===== config.mk =====
export PLATFORM = sky130hd
export DESIGN_NAME = star_wildcard_matcher
export DESIGN_NICKNAME = d
export VERILOG_FILES = /design/src/rtl/core/swm_pkg.sv /design/src/rtl/core/swm_cell.sv /design/src/rtl/core/swm_result_buffer.sv /design/src/rtl/core/star_wildcard_matcher.sv
export SDC_FILE = /design/constraint.sdc
export NUM_CORES = 1
export LEC_CHECK = 0
export BUFFER_PORTS_ARGS = -buffer_cell sky130_fd_sc_hd__buf_2
export CAP_MARGIN = 20
export CELL_PAD_IN_SITES_DETAIL_PLACEMENT = 1
export CELL_PAD_IN_SITES_GLOBAL_PLACEMENT = 2
export CORE_MARGIN = 2
export CORE_UTILIZATION = 40
export DETAILED_ROUTE_END_ITERATION = 10
export GPL_ROUTABILITY_DRIVEN = 0
export HOLD_SLACK_MARGIN = 0.05
export PLACE_DENSITY = 0.75
export RECOVER_POWER = 25
export SKIP_CTS_REPAIR_TIMING = 1
export SLEW_MARGIN = 20
export SYNTH_ARGS = -nofsm -noshare
export SYNTH_HDL_FRONTEND = slang
export SYNTH_SLANG_ARGS = --single-unit

===== constraint.sdc =====
create_clock -name clk -period 3.6 [get_ports clk]
set_input_delay 0.72 -clock clk [delete_from_list [all_inputs] [get_ports clk]]
set_output_delay 0.72 -clock clk [all_outputs]
set_load 0.05 [all_outputs]

===== src/rtl/core/swm_pkg.sv =====
`timescale 1ns / 1ps
// ----------------------------------------------------------------------------
// swm_pkg
// Shared types and constants of the star wildcard matcher: item operation
// codes, the wildcard byte, and the control and status bundles of a cell.
// ----------------------------------------------------------------------------
package swm_pkg;

    typedef enum logic [1:0] {
        OP_CLEAR   = 2'd0,
        OP_APPEND  = 2'd1,
        OP_SUBJECT = 2'd2,
        OP_END     = 2'd3
    } op_t;

    localparam logic [7:0] STAR_CHAR = 8'h2A;

    // Broadcast from the top level to every cell for one accepted item.
    typedef struct packed {
        logic clear;
        logic append;
        logic advance;
        logic restart;
    } cell_ctl_t;

    // What a cell shows its neighbors and the match reduction.
    typedef struct packed {
        logic used;
        logic chain;
        logic lit;
        logic match;
    } cell_stat_t;

endpackage


===== src/rtl/core/swm_cell.sv =====
`timescale 1ns / 1ps
// ----------------------------------------------------------------------------
// swm_cell
// One pattern position: holds the pattern byte, its used bit and its live bit,
// and passes star hand-offs and literal advances on to the next cell.
// ----------------------------------------------------------------------------
module swm_cell
    import swm_pkg::*;
#(
    parameter bit FIRST_CELL = 1'b0
) (
    input  logic       clk,
    input  logic       rst_n,
    input  cell_ctl_t  ctl,
    input  logic [7:0] character,
    input  logic       used_prev,
    input  logic       used_next,
    input  logic       chain_in,
    input  logic       lit_in,
    output cell_stat_t stat
);

    logic [7:0] pat_reg;
    logic [7:0] pat_next;
    logic       used_reg;
    logic       used_next_val;
    logic       live_reg;
    logic       live_next;
    logic       is_star;
    logic       eq_char;
    logic       active;

    assign is_star = (pat_reg == STAR_CHAR);
    assign eq_char = (pat_reg == character);

    // A star to the left hands the byte on when this position matches it,
    // so this position behaves as if live for the current byte.
    assign active = live_reg | (chain_in & used_reg & eq_char);

    assign stat.used  = used_reg;
    assign stat.chain = active & used_reg & is_star;
    assign stat.lit   = active & used_reg & ~is_star & eq_char;
    // Accept if this is the pattern end and live, or a live trailing star.
    assign stat.match = (live_reg & used_prev & ~used_reg)
                      | (live_reg & used_reg & is_star & ~used_next);

    always_comb
    begin
        pat_next      = pat_reg;
        used_next_val = used_reg;
        if (ctl.clear)
        begin
            used_next_val = 1'b0;
        end
        else if (ctl.append && used_prev && !used_reg)
        begin
            pat_next      = character;
            used_next_val = 1'b1;
        end
    end

    always_comb
    begin
        live_next = live_reg;
        if (ctl.restart)
        begin
            live_next = FIRST_CELL;
        end
        else if (ctl.advance)
        begin
            live_next = (active & used_reg & is_star) | lit_in;
        end
    end

    always_ff @(posedge clk)
    begin
        pat_reg <= pat_next;
    end

    always_ff @(posedge clk or negedge rst_n)
    begin
        if (!rst_n)
        begin
            used_reg <= 1'b0;
            live_reg <= FIRST_CELL;
        end
        else
        begin
            used_reg <= used_next_val;
            live_reg <= live_next;
        end
    end

endmodule


===== src/rtl/core/swm_result_buffer.sv =====
`timescale 1ns / 1ps
// ----------------------------------------------------------------------------
// swm_result_buffer
// Two-entry output buffer: an output register plus a skid register, so the
// cell row keeps taking items while a result waits to be taken.
// ----------------------------------------------------------------------------
module swm_result_buffer (
    input  logic clk,
    input  logic rst_n,
    input  logic push,
    input  logic push_matched,
    input  logic push_overflow,
    output logic full,
    output logic result_valid,
    input  logic result_stall,
    output logic matched,
    output logic pattern_overflow
);

    logic main_valid_reg;
    logic main_valid_next;
    logic main_matched_reg;
    logic main_matched_next;
    logic main_ovf_reg;
    logic main_ovf_next;
    logic skid_valid_reg;
    logic skid_valid_next;
    logic skid_matched_reg;
    logic skid_matched_next;
    logic skid_ovf_reg;
    logic skid_ovf_next;
    logic main_free;

    assign main_free = !main_valid_reg || !result_stall;

    always_comb
    begin
        main_valid_next   = main_valid_reg;
        main_matched_next = main_matched_reg;
        main_ovf_next     = main_ovf_reg;
        skid_valid_next   = skid_valid_reg;
        skid_matched_next = skid_matched_reg;
        skid_ovf_next     = skid_ovf_reg;
        if (main_free)
        begin
            // A push never coincides with a full skid, since that stalls input.
            main_valid_next   = skid_valid_reg | push;
            main_matched_next = skid_valid_reg ? skid_matched_reg : push_matched;
            main_ovf_next     = skid_valid_reg ? skid_ovf_reg : push_overflow;
            skid_valid_next   = 1'b0;
        end
        else if (push)
        begin
            skid_valid_next   = 1'b1;
            skid_matched_next = push_matched;
            skid_ovf_next     = push_overflow;
        end
    end

    always_ff @(posedge clk)
    begin
        main_matched_reg <= main_matched_next;
        main_ovf_reg     <= main_ovf_next;
        skid_matched_reg <= skid_matched_next;
        skid_ovf_reg     <= skid_ovf_next;
    end

    always_ff @(posedge clk or negedge rst_n)
    begin
        if (!rst_n)
        begin
            main_valid_reg <= 1'b0;
            skid_valid_reg <= 1'b0;
        end
        else
        begin
            main_valid_reg <= main_valid_next;
            skid_valid_reg <= skid_valid_next;
        end
    end

    assign full             = skid_valid_reg;
    assign result_valid     = main_valid_reg;
    assign matched          = main_matched_reg;
    assign pattern_overflow = main_ovf_reg;

endmodule


===== src/rtl/core/star_wildcard_matcher.sv =====
`timescale 1ns / 1ps
// ----------------------------------------------------------------------------
// star_wildcard_matcher
// Glob matcher with '*' as its only wildcard, built as a row of position cells.
// ----------------------------------------------------------------------------
// Load a pattern with one clear item and then one append item per byte, stream
// the subject one byte per item, and send an end item to get one result with
// the match flag and the sticky overflow flag. Items may follow back to back
// when input is not stalled: each cell holds one pattern position with its
// live bit, and all positions update together, star hand-offs rippling along
// the row of PATTERN_MAX cells within the cycle. The block stalls input only
// when both the output register and the skid register hold results. Appends
// beyond PATTERN_MAX bytes are dropped and set the overflow flag, which forces
// matched low until the next clear.
module star_wildcard_matcher
    import swm_pkg::*;
#(
    parameter int PATTERN_MAX = 64
) (
    input  logic       clk,
    input  logic       rst_n,
    input  logic       item_valid,
    output logic       item_stall,
    input  logic [1:0] operation,
    input  logic [7:0] character,
    output logic       result_valid,
    input  logic       result_stall,
    output logic       matched,
    output logic       pattern_overflow
);

    cell_ctl_t              ctl;
    cell_stat_t             stat [PATTERN_MAX];
    logic [PATTERN_MAX-1:0] match_vec;
    logic                   accept;
    logic                   push;
    logic                   buf_full;
    logic                   end_live_reg;
    logic                   end_live_next;
    logic                   ovf_reg;
    logic                   ovf_next;
    logic                   match_raw;

    assign accept     = item_valid && !buf_full;
    assign item_stall = buf_full;

    always_comb
    begin
        ctl  = '0;
        push = 1'b0;
        if (accept)
        begin
            unique case (op_t'(operation))
                OP_CLEAR:
                begin
                    ctl.clear   = 1'b1;
                    ctl.restart = 1'b1;
                end
                OP_APPEND:
                begin
                    ctl.append  = 1'b1;
                    ctl.restart = 1'b1;
                end
                OP_SUBJECT:
                begin
                    ctl.advance = 1'b1;
                end
                OP_END:
                begin
                    ctl.restart = 1'b1;
                    push        = 1'b1;
                end
                default:
                begin
                    ctl = '0;
                end
            endcase
        end
    end

    for (genvar i = 0; i < PATTERN_MAX; i++)
    begin : g_cell
        logic used_prev;
        logic used_after;
        logic chain_in;
        logic lit_in;

        if (i == 0)
        begin : g_head
            assign used_prev = 1'b1;
            assign chain_in  = 1'b0;
            assign lit_in    = 1'b0;
        end
        else
        begin : g_body
            assign used_prev = stat[i-1].used;
            assign chain_in  = stat[i-1].chain;
            assign lit_in    = stat[i-1].lit;
        end

        if (i == PATTERN_MAX - 1)
        begin : g_tail
            assign used_after = 1'b0;
        end
        else
        begin : g_mid
            assign used_after = stat[i+1].used;
        end

        swm_cell #(
            .FIRST_CELL (i == 0)
        ) u_cell (
            .clk       (clk),
            .rst_n     (rst_n),
            .ctl       (ctl),
            .character (character),
            .used_prev (used_prev),
            .used_next (used_after),
            .chain_in  (chain_in),
            .lit_in    (lit_in),
            .stat      (stat[i])
        );

        assign match_vec[i] = stat[i].match;
    end

    // The position past a full pattern has no cell of its own.
    always_comb
    begin
        end_live_next = end_live_reg;
        ovf_next      = ovf_reg;
        if (ctl.restart)
        begin
            end_live_next = 1'b0;
        end
        else if (ctl.advance)
        begin
            end_live_next = stat[PATTERN_MAX-1].lit;
        end
        if (ctl.clear)
        begin
            ovf_next = 1'b0;
        end
        else if (ctl.append && stat[PATTERN_MAX-1].used)
        begin
            ovf_next = 1'b1;
        end
    end

    always_ff @(posedge clk or negedge rst_n)
    begin
        if (!rst_n)
        begin
            end_live_reg <= 1'b0;
            ovf_reg      <= 1'b0;
        end
        else
        begin
            end_live_reg <= end_live_next;
            ovf_reg      <= ovf_next;
        end
    end

    assign match_raw = (|match_vec) | (end_live_reg & stat[PATTERN_MAX-1].used);

    swm_result_buffer u_result_buffer (
        .clk              (clk),
        .rst_n            (rst_n),
        .push             (push),
        .push_matched     (match_raw & ~ovf_reg),
        .push_overflow    (ovf_reg),
        .full             (buf_full),
        .result_valid     (result_valid),
        .result_stall     (result_stall),
        .matched          (matched),
        .pattern_overflow (pattern_overflow)
    );

endmodule


* Word-level counts from Yosys, hierarchy flattened *
Index checks and enable logic that the tools add are counted.

cells by class
  equal/unequal tests = 131
  muxes and demuxes = 271
  bitwise gates (word level) = 1023
  reductions and logical operators = 332

operator list
  operator              count
  $and A1 B1 Y1         700
  $eq A8 B6 Y1 const B  64
  $eq A8 B8 Y1          64
  $mux W1               270
  $or A1 B1 Y1          192
  $reduce_bool A2 Y1    67
  $not A1 Y1            131
  $reduce_and A2 Y1     65
  $logic_and A1 B1 Y1   129
  $logic_not A1 Y1      67
  $reduce_or A64 Y1     1
  $eq A2 B2 Y1 const B  2
  $mux W4               1
  $reduce_or A3 Y1      1
  $eq A2 B1 Y1 const B  1
  $logic_not A2 Y1      1
  $logic_or A1 B1 Y1    1

word-level totals
  flip-flop bits (word level) = 648
  input bits = 14
  logic and storage cells = 1957

* Logic depth before layout (Yosys ltp) *
Gate-level depths: netlist of the first run.

  depth after elaboration = 320
  depth in mapped cells = 17
  mapped depth without buffers = 13

* By module *
A second synthesis of the first run with hierarchy kept.

second synthesis, totals
  cells, all modules = 2803
  area, all modules = 33024.2 µm²

by module, submodules not included
  module                            times used  cells each  area an instance (µm²)  seq. area each (µm²)
  swm_cell (g_cell[10].u_cell ...)  63          43          508.0                   290.3
  swm_cell (g_cell[0].u_cell)       1           43          519.2                   291.5
  star_wildcard_matcher             1           39          279.0                   50.0
  swm_result_buffer                 1           12          222.7                   170.2

* Least setup slack after synthesis of the first run *
No wires, ideal clock.

  kind = in2reg
  from = input port character[1]
  to = register g_cell[60].u_cell.live_reg
  setup time = 76 ps
  data arrival time = 4108 ps
  required time = 3524 ps
  slack = -585 ps
  stages on the path = 16
  buffers on the path = 4
  cell sequence = buf_2 buf_2 buf_2 buf_2 xor2_1 nor4_1 nand2_1 nor4_1 o21ai_0 a21oi_1 a2111oi_2 nor3_2 o211ai_2 nor2b_1 or4_1 o21ai_1

between the ends
  cells in the longest elaborated chain, start to end = 303
  elaborated cells between the ends (all ways) = 364
  those cells by class = eq/ne (60); mux (2); bitwise (302)

RTL lines
  what                         line                            RTL
  start: declaration           star_wildcard_matcher.sv:25     input logic [7:0] character,
  $eq A8 B8 Y1                 swm_cell.sv:34                  assign eq_char = (pat_reg == character);
  $and A1 B1 Y1                swm_cell.sv:38                  assign active = live_reg | (chain_in & used_reg & eq_char);
  $or A1 B1 Y1                 swm_cell.sv:38
  $and A1 B1 Y1 (2 in series)  swm_cell.sv:41                  assign stat.chain = active & used_reg & is_star;
  $and A1 B1 Y1 (2 in series)  swm_cell.sv:38
  $or A1 B1 Y1                 swm_cell.sv:38
  $and A1 B1 Y1 (2 in series)  swm_cell.sv:41
  $and A1 B1 Y1 (2 in series)  swm_cell.sv:38
  (+281 left out)              n/a
  $and A1 B1 Y1                swm_cell.sv:41, swm_cell.sv:42
  $and A1 B1 Y1                swm_cell.sv:41
  $and A1 B1 Y1 (2 in series)  swm_cell.sv:38
  $or A1 B1 Y1                 swm_cell.sv:38
  $and A1 B1 Y1 (2 in series)  swm_cell.sv:71                  live_next = (active & used_reg & is_star) | lit_in;
  $or A1 B1 Y1 *               swm_cell.sv:71
  $mux W1 *                    swm_cell.sv:69                  else if (ctl.advance)
  $mux W1 *                    swm_cell.sv:65                  if (ctl.restart)
  end signal: assignment       swm_cell.sv:90                  live_reg <= live_next;
  end: declaration             swm_cell.sv:27                  logic live_reg;

Mark *: on every way between the ends. The rest lies on a longest branch, timed or not. The select of a mux whose other input is x is not followed.
A chain may end at the register's enable or synchronous reset.

* Final worst setup path of the first run *
  from = register g_cell[6].u_cell.pat_reg[7]
  to = register g_cell[44].u_cell.live_reg

between the ends
  cells in the longest elaborated chain, start to end = 198
  elaborated cells between the ends (all ways) = 201
  those cells by class = eq/ne (2); mux (2); bitwise (197)

RTL lines
  what                           line                            RTL
  start: declaration             swm_cell.sv:23                  logic [7:0] pat_reg;
  start signal: assignment       swm_cell.sv:77                  pat_reg <= pat_next;
  $eq A8 B8 Y1                   swm_cell.sv:34
  $and A1 B1 Y1                  swm_cell.sv:38
  $or A1 B1 Y1                   swm_cell.sv:38
  $and A1 B1 Y1                  swm_cell.sv:41
  $and A1 B1 Y1 *                swm_cell.sv:41
  $and A1 B1 Y1 * (2 in series)  swm_cell.sv:38
  $or A1 B1 Y1 *                 swm_cell.sv:38
  $and A1 B1 Y1 * (2 in series)  swm_cell.sv:41
  (+178 left out)                n/a
  $and A1 B1 Y1 *                swm_cell.sv:41, swm_cell.sv:42
  $and A1 B1 Y1                  swm_cell.sv:41
  $and A1 B1 Y1 (2 in series)    swm_cell.sv:38
  $or A1 B1 Y1                   swm_cell.sv:38
  $and A1 B1 Y1 (2 in series)    swm_cell.sv:71
  $or A1 B1 Y1 *                 swm_cell.sv:71
  $mux W1 *                      swm_cell.sv:69
  $mux W1 *                      swm_cell.sv:65
  end signal: assignment         swm_cell.sv:90
  end: declaration               swm_cell.sv:27

Marked as above.

==> results of run 1 <==
area by class of cell:
class                   instances  area (sq um)  share of cell area [%]
clock inverters                33         342.8                  0.8403
well taps                    1060          1326                   3.251
repair buffers                547          4452                   10.91
flip-flops and latches        648         18800                   46.08
diodes                          1         2.502                0.006134
multi-input cells            1932         13470                   33.03
inverters                      74         277.8                  0.6808
clock buffers                 108          2123                   5.204
per-layer routing:
| metal | vias to the layer above | share of wire (%) | routed length, um |
|---|---|---|---|
| met5 | - | 0.025 | 27 |
| met4 | 4 | 3.9 | 4325 |
| met3 | 227 | 5.1 | 5585 |
| met2 | 654 | 47 | 51770 |
| met1 | 12793 | 44 | 47980 |
| li1 | 11276 | - | - |
layout by cell type, fill, tap and decap left out, types with 26 or more instances in the layout:
| cell | instances |
|---|---|
| a21oi_1 | 63 |
| a31oi_1 | 31 |
| and2_1 | 34 |
| and4b_1 | 26 |
| buf_12 | 33 |
| buf_4 | 454 |
| clkbuf_1 | 55 |
| clkbuf_16 | 77 |
| dfrtp_1 | 131 |
| edfxtp_1 | 516 |
| inv_1 | 74 |
| nand2_1 | 254 |
| nand3_1 | 75 |
| nand4_1 | 105 |
| nor2_1 | 155 |
| nor3_1 | 82 |
| nor4_1 | 53 |
| nor4b_1 | 35 |
| nor4bb_1 | 55 |
| o21ai_0 | 93 |
| o21ai_1 | 30 |
| xnor2_1 | 398 |
| xor2_1 | 112 |
critical path, delay by kind of cell, from the launching register on:
family	cells	cell delay, ns
simple gates	4	1.40
xor+xnor	1	0.14
buf+inv	3	0.48
compound gates	8	1.42
flops	1	0.45
power by group:
part           switching (uW)  internal [uW]  total (uW)
Sequential                349           8450        8800
Clock                    3240           4500        7740
Combinational            1170            707        1870
Total                    4760          13700       18400
cells by family (layout without fill, tap and decap cells):
kind of cell | after synthesis | after routing | synth area share, %
XOR/XNOR | 512 | 512 | 13.89
other | 0 | 1 | 0
AO/OA/AOI/OAI | 408 | 408 | 8.198
AND/OR/NAND/NOR | 1012 | 1012 | 17.38
flip-flops | 648 | 648 | 58.21
buffers and inverters | 172 | 762 | 2.317
path summary, 6_finish.rpt:
kind	cells past startpoint	slack, ns	endpoint
worst min-delay path	1	0.34	g_cell[33].u_cell.pat_reg[1]$_DFFE_PP_
min in group asynchronous	1	0.64	g_cell[13].u_cell.used_reg$_DFFE_PN0P_
worst max-delay path	16	-0.38	g_cell[44].u_cell.live_reg$_DFFE_PN0P_
worst min register to register	0	0.53	u_result_buffer.skid_ovf_reg$_DFFE_PP_
max in group asynchronous	2	1.59	g_cell[29].u_cell.used_reg$_DFFE_PN0P_
worst max register to register	16	-0.38	g_cell[44].u_cell.live_reg$_DFFE_PN0P_
metrics by stage:
stage / setup WS [ns] / cell area (sq um) / TNS [ns] / instances / hold WS, ns
3_3_place_gp: -1.088 / 37610 / -37.60 / 4240 / 0.5016
6_report: -0.3826 / 40800 / -5.915 / 4403 / 0.3360
3_5_place_dp: -1.059 / 37610 / -43.56 / 4240 / 0.5031
4_1_cts: -0.5190 / 40070 / -15.66 / 4381 / 0.1391
2_1_floorplan: -0.2558 / 32460 / -4.286 / 2752 / 0.4244
5_1_grt: -0.5328 / 40800 / -13.53 / 4402 / 0.3165
==> run_results.csv, run 1 <==
group,metric,value,unit
worst_hold_path,worstHoldStart,"character[1]",
timing,fmax,0.2511,GHz
place,dp_hpwl,79.50,mm
setup_path,cp.required,4.14,ns
synthesis,yosysMostFrequentCell,"edfxtp_1",
drt,drtAntennaViolNets,0,
synthesis,syn_area_per_cell,11.73,sq um
setup_path,start_kind,"flip-flop",
timing,rsz0062_at_grt,"true",
drt,first_pass_iters,7,
setup_path,slowest_stage,"or4_4",
floorplan,num_rows,104,
grt,grt_max_degree,65,
power,power.density,451.4,nW/um^2
clock_network,clk_latency,0.64,ns
timing,relSlewSlack,-35.23,%
drt,routedWlPerCell,24.91,um
grt,antenna_found_initial,3,
finish,area_growth,26.33,%
setup_path,rr_startpoint,"g_cell[6].u_cell.pat_reg[7]$_DFFE_PP_",
synthesis,ys_types,82,
finish,nets,3293,
timing,finClkSkew,0.03721,ns
clock_network,cts_sinks,648,
finish,largest_reg_flops,512,
timing,final.min_clock_period,3.983,ns
synthesis,yosys_most_used_dff,"edfxtp_1",
grt,use_met2,42.93,%
finish,n_fill_cell,8399,
grt,grt_pass1_vias,26769,
power,p_leak,0.01438,uW
synthesis,yosys_warnings,0,
place,port_buffers,17,
floorplan,num_io_pins,18,
power,ir_drop,436.3,uV
setup_path,path_class,"flip-flop to flip-flop",
setup_path,crit_start,"g_cell[6].u_cell.pat_reg[7]$_DFFE_PP_",
timing,slew_viol_final,64,
synthesis,syn_area,32290,sq um
job,cap_violations,1,
setup_path,cp-end-kind,"flip-flop",
clock_network,cts_made_buffers,76,
finish,drive_above_1_share,23.10,%
finish,final_util,50.82,%
clock_network,htreeDepth,3,
synthesis,ys_ff_latch,648,
grt,grt_pass1_wl,164.8,mm
synthesis,synth.largest_area_cell,"edfxtp_1",
timing,worstMarginPinSlew,2.028,ns
power,p_total,18420,uW
setup_path,worstPathCellList,"buf_6 > xor2_2 > nor4_2 > nand3_1 > or4_4 > or4_4 > o221ai_4 > a221o_4 > buf_12 > a31oi_4 > o211ai_1 > buf_4 > a21oi_1 > o21ai_1 > a21oi_1 > o211ai_1",
setup_path,crit_path_max_fanout,5,
grt,grt_overflow,0,
synthesis,synthTopCellsByCount,"edfxtp_1, xnor2_1, nand2_1",
timing,post-route-period-util,110.6,%
synthesis,synth.area.top_cells,"edfxtp_1, xnor2_1, dfrtp_1, xor2_1, nand2_1",
drt,vias,24954,
grt,grt-busiest-layer,"met2",
clock_network,cts_tree,"yes",
synthesis,synth_seq_area_share,58.21,%
grt,grt.total_usage,26.24,%
timing,hold_viol,0,
clock_network,clock_tree.root_cell,"clkbuf_16",
synthesis,synth_edf_count,516,
timing,worst_slack,-0.3826,ns
floorplan,initial_core_util,40.22,%
timing,setup_viol,36,
drt,viasPerCell,5.667,
synthesis,syn-num-nets,2766,
floorplan,coreArea,80290,sq um
floorplan,dieWidth,288.1,um
setup_path,worst_ep_arrival_time,4.52,ns
grt,grtUsageMet3,4.652,%
status,status,"finished with violations",
synthesis,syn_inst,2752,
setup_path,slowest_delay,0.54,ns
clock_network,cts_buffer_depth,3,
floorplan,die_h,288.1,um
floorplan,die-area,83020,sq um
synthesis,synth_top_area_share,47.98,%
grt,grt_use_met1,35.01,%
drt,drt_iter0_drc,1723,
synthesis,synthArstFlopShare,20.37,%
status,violations,"max-capacitance violations, max-slew violations, negative setup slack",
drt,wl,109.7,mm
drt,drcViolationCount,0,
clock_network,clkTransAtPathRegs,0.06,ns
worst_hold_path,hp-class,"input pin to flip-flop",
(Power assumes the default switching activity.)
==> run 2: changes to the inputs <==
--- a/config.mk
+++ b/config.mk
@@ -10,12 +10,12 @@
 export CELL_PAD_IN_SITES_DETAIL_PLACEMENT = 1
 export CELL_PAD_IN_SITES_GLOBAL_PLACEMENT = 2
 export CORE_MARGIN = 2
-export CORE_UTILIZATION = 40
+export CORE_UTILIZATION = 42
 export DETAILED_ROUTE_END_ITERATION = 10
 export GPL_ROUTABILITY_DRIVEN = 0
 export HOLD_SLACK_MARGIN = 0.05
 export PLACE_DENSITY = 0.75
-export RECOVER_POWER = 25
+export RECOVER_POWER = 50
 export SKIP_CTS_REPAIR_TIMING = 1
 export SLEW_MARGIN = 20
 export SYNTH_ARGS = -nofsm -noshare
==> constraint.sdc (replaced) <==
create_clock -name clk -period 5.01 [get_ports clk]
set_input_delay 1.002 -clock clk [delete_from_list [all_inputs] [get_ports clk]]
set_output_delay 1.002 -clock clk [all_outputs]
set_load 0.05 [all_outputs]
==> run 2 against run 1 <==
Register-to-register slack improved by 0.94 ns. The run ends with max-capacitance violations, max-slew violations left. Highest routed layer is now met4. Worst setup slack improved by 0.65 ns. Sequential cell count did not move. Clock power fell by 26%. Non-clock buffer count fell by 423. Cell count fell by 10%. Combinational power fell by 43%. Worst hold slack improved by 0.18 ns. Via count fell by 8.0%. Die area fell by 4.7%. Sequential power fell by 28%.
==> run_results.csv, run 2 (synthesized netlist as in run 1, its figures left out) <==
group,metric,value,unit
drt,wl,99.45,mm
floorplan,dieWidth,281.3,um
grt,grt_max_degree,68,
timing,relSlewSlack,-159.1,%
finish,largest_reg_flops,512,
floorplan,initial_core_util,42.45,%
status,status,"finished with violations",
drt,first_pass_iters,5,
grt,use_met2,42.17,%
setup_path,crit_path_max_fanout,35,
setup_path,slowest_stage,"clkbuf_1",
grt,grt_pass1_wl,153.8,mm
setup_path,crit_family,"simple AND/OR/NAND/NOR gates",
floorplan,coreArea,76080,sq um
timing,tns,0,ns
drt,drt_iter0_drc,1622,
setup_path,worstPathCellList,"buf_6 > buf_12 > clkbuf_1 > xnor2_1 > nand4_1 > nor3_1 > nand4_1 > nor3_1 > and3_1 > a221o_4 > a2111oi_2 > nor3_2 > o211ai_2 > o31ai_1 > a31oi_1 > o21ai_1",
finish,nets,2869,
clock_network,cts_tree,"yes",
timing,fmax,0.2110,GHz
setup_path,worst_ep_arrival_time,5.28,ns
finish,n_fill_cell,7969,
power,power.density,357.0,nW/um^2
power,p_leak,0.01219,uW
worst_hold_path,hp-class,"flip-flop to flip-flop",
drt,drtAntennaViolNets,0,
drt,routedWlPerCell,25.20,um
setup_path,slowest_delay,0.47,ns
finish,drive_above_1_share,8.605,%
grt,antenna_found_initial,1,
floorplan,die-area,79120,sq um
finish,layout_common_cells,"edfxtp_1, xnor2_1, nand2_1",
clock_network,cts_sinks,648,
timing,worst_slack,0.2712,ns
drt,drcViolationCount,0,
place,dp_hpwl,69.57,mm
timing,finClkSkew,0.02909,ns
place,port_buffers,17,
timing,post-route-period-util,94.59,%
timing,rsz0062_at_grt,"false",
place,preCtsSetupSlack,-0.04355,ns
clock_network,clock_tree.root_cell,"clkbuf_16",
grt,grt_use_met1,35.13,%
drt,vias,22967,
setup_path,cp.required,5.55,ns
grt,grt_pass1_vias,24769,
finish,multi_input_area,12780,sq um
clock_network,cts_made_buffers,75,
clock_network,clk_latency,0.63,ns
drt,viasPerCell,5.819,
grt,grt_overflow,0,
timing,setup_viol,0,
grt,grt.total_usage,25.50,%
timing,final.min_clock_period,4.739,ns
floorplan,die_h,281.3,um
finish,final_common_cell,"edfxtp_1",
floorplan,num_io_pins,18,
timing,slew_viol_final,67,
timing,worstMarginPinSlew,3.886,ns
setup_path,cp-end-kind,"flip-flop",
clock_network,htreeDepth,3,
job,cap_violations,1,
setup_path,start_kind,"input pin",
setup_path,crit_buf_inv,3,
timing,hold_viol,0,
grt,grtUsageMet3,3.317,%
setup_path,path_class,"input pin to flip-flop",
floorplan,num_rows,101,
finish,seqCellArea,18800,sq um
finish,area_growth,14.34,%
power,p_total,13180,uW
finish,diodes,0,
clock_network,clkTransAtPathRegs,0.06,ns
clock_network,cts_buffer_depth,3,
timing,whs,0.5134,ns
grt,grt-busiest-layer,"met2",
power,ir_drop,293.0,uV
status,violations,"max-capacitance violations, max-slew violations",
## run 2: cell count changes in the layout (fill, tap and decap cells not counted), moves of 12 or more
cell	delta
buf_4	-396
o21ai_0	+34
o21ai_1	-29
a21oi_1	+19
a21oi_2	-16
clkbuf_1	-12
## run 2: per-layer routing
layer	part of all wire [%]	vias up	wire length, um
met5	0	-	0
met3	4.1	144	4079
met1	46	11923	45600
li1	-	10430	-
met2	48	470	47510
met4	2.3	0	2264
## run 2: cell type report
type | instances | area share [%]
clock buffer | 106 | 5.760
tap | 1030 | 3.490
inverter | 74 | 0.7522
multi-input combinational | 1932 | 34.60
clock inverter | 33 | 1.203
sequential | 648 | 50.91
timing repair buffer | 124 | 3.283
## run 2: worst register-to-register path, delay by kind of cell, from the launching register on
family,cells,cell delay (ns)
AOI/OAI and AO/OA,7,1.63
DFF,1,0.49
and+or+nand+nor,6,2.26
## run 2: final timing paths
check	start	end	slack [ns]	depth (start not counted)
worst max-delay path	character[2]	g_cell[60].u_cell.live_reg$_DFFE_PN0P_	0.27	16
worst min-delay path	ovf_reg$_DFFE_PN0P_	u_result_buffer.skid_ovf_reg$_DFFE_PP_	0.51	0
worst max register to register	g_cell[6].u_cell.pat_reg[7]$_DFFE_PP_	g_cell[60].u_cell.live_reg$_DFFE_PN0P_	0.56	13
worst min register to register	ovf_reg$_DFFE_PN0P_	u_result_buffer.skid_ovf_reg$_DFFE_PP_	0.51	0
max in group asynchronous	rst_n	g_cell[37].u_cell.live_reg$_DFFE_PN0P_	0.89	1
min in group asynchronous	rst_n	g_cell[4].u_cell.live_reg$_DFFE_PN0P_	1.90	1
## run 2: where the power goes
| part | internal, uW | switching, uW | total, uW |
|---|---|---|---|
| Combinational | 363 | 708 | 1070 |
| Clock | 3440 | 2290 | 5740 |
| Sequential | 6080 | 299 | 6370 |
## run 2: metrics by stage
step / cells / utilization (%) / area (sq um)
finish: 3947 / 48.54 / 36930
global route: 3947 / 48.54 / 36930
CTS: 3947 / 48.63 / 36990
detailed placement: 3808 / 45.25 / 34420
global placement: 3808 / 45.25 / 34420
floorplan: 2752 / - / 32290
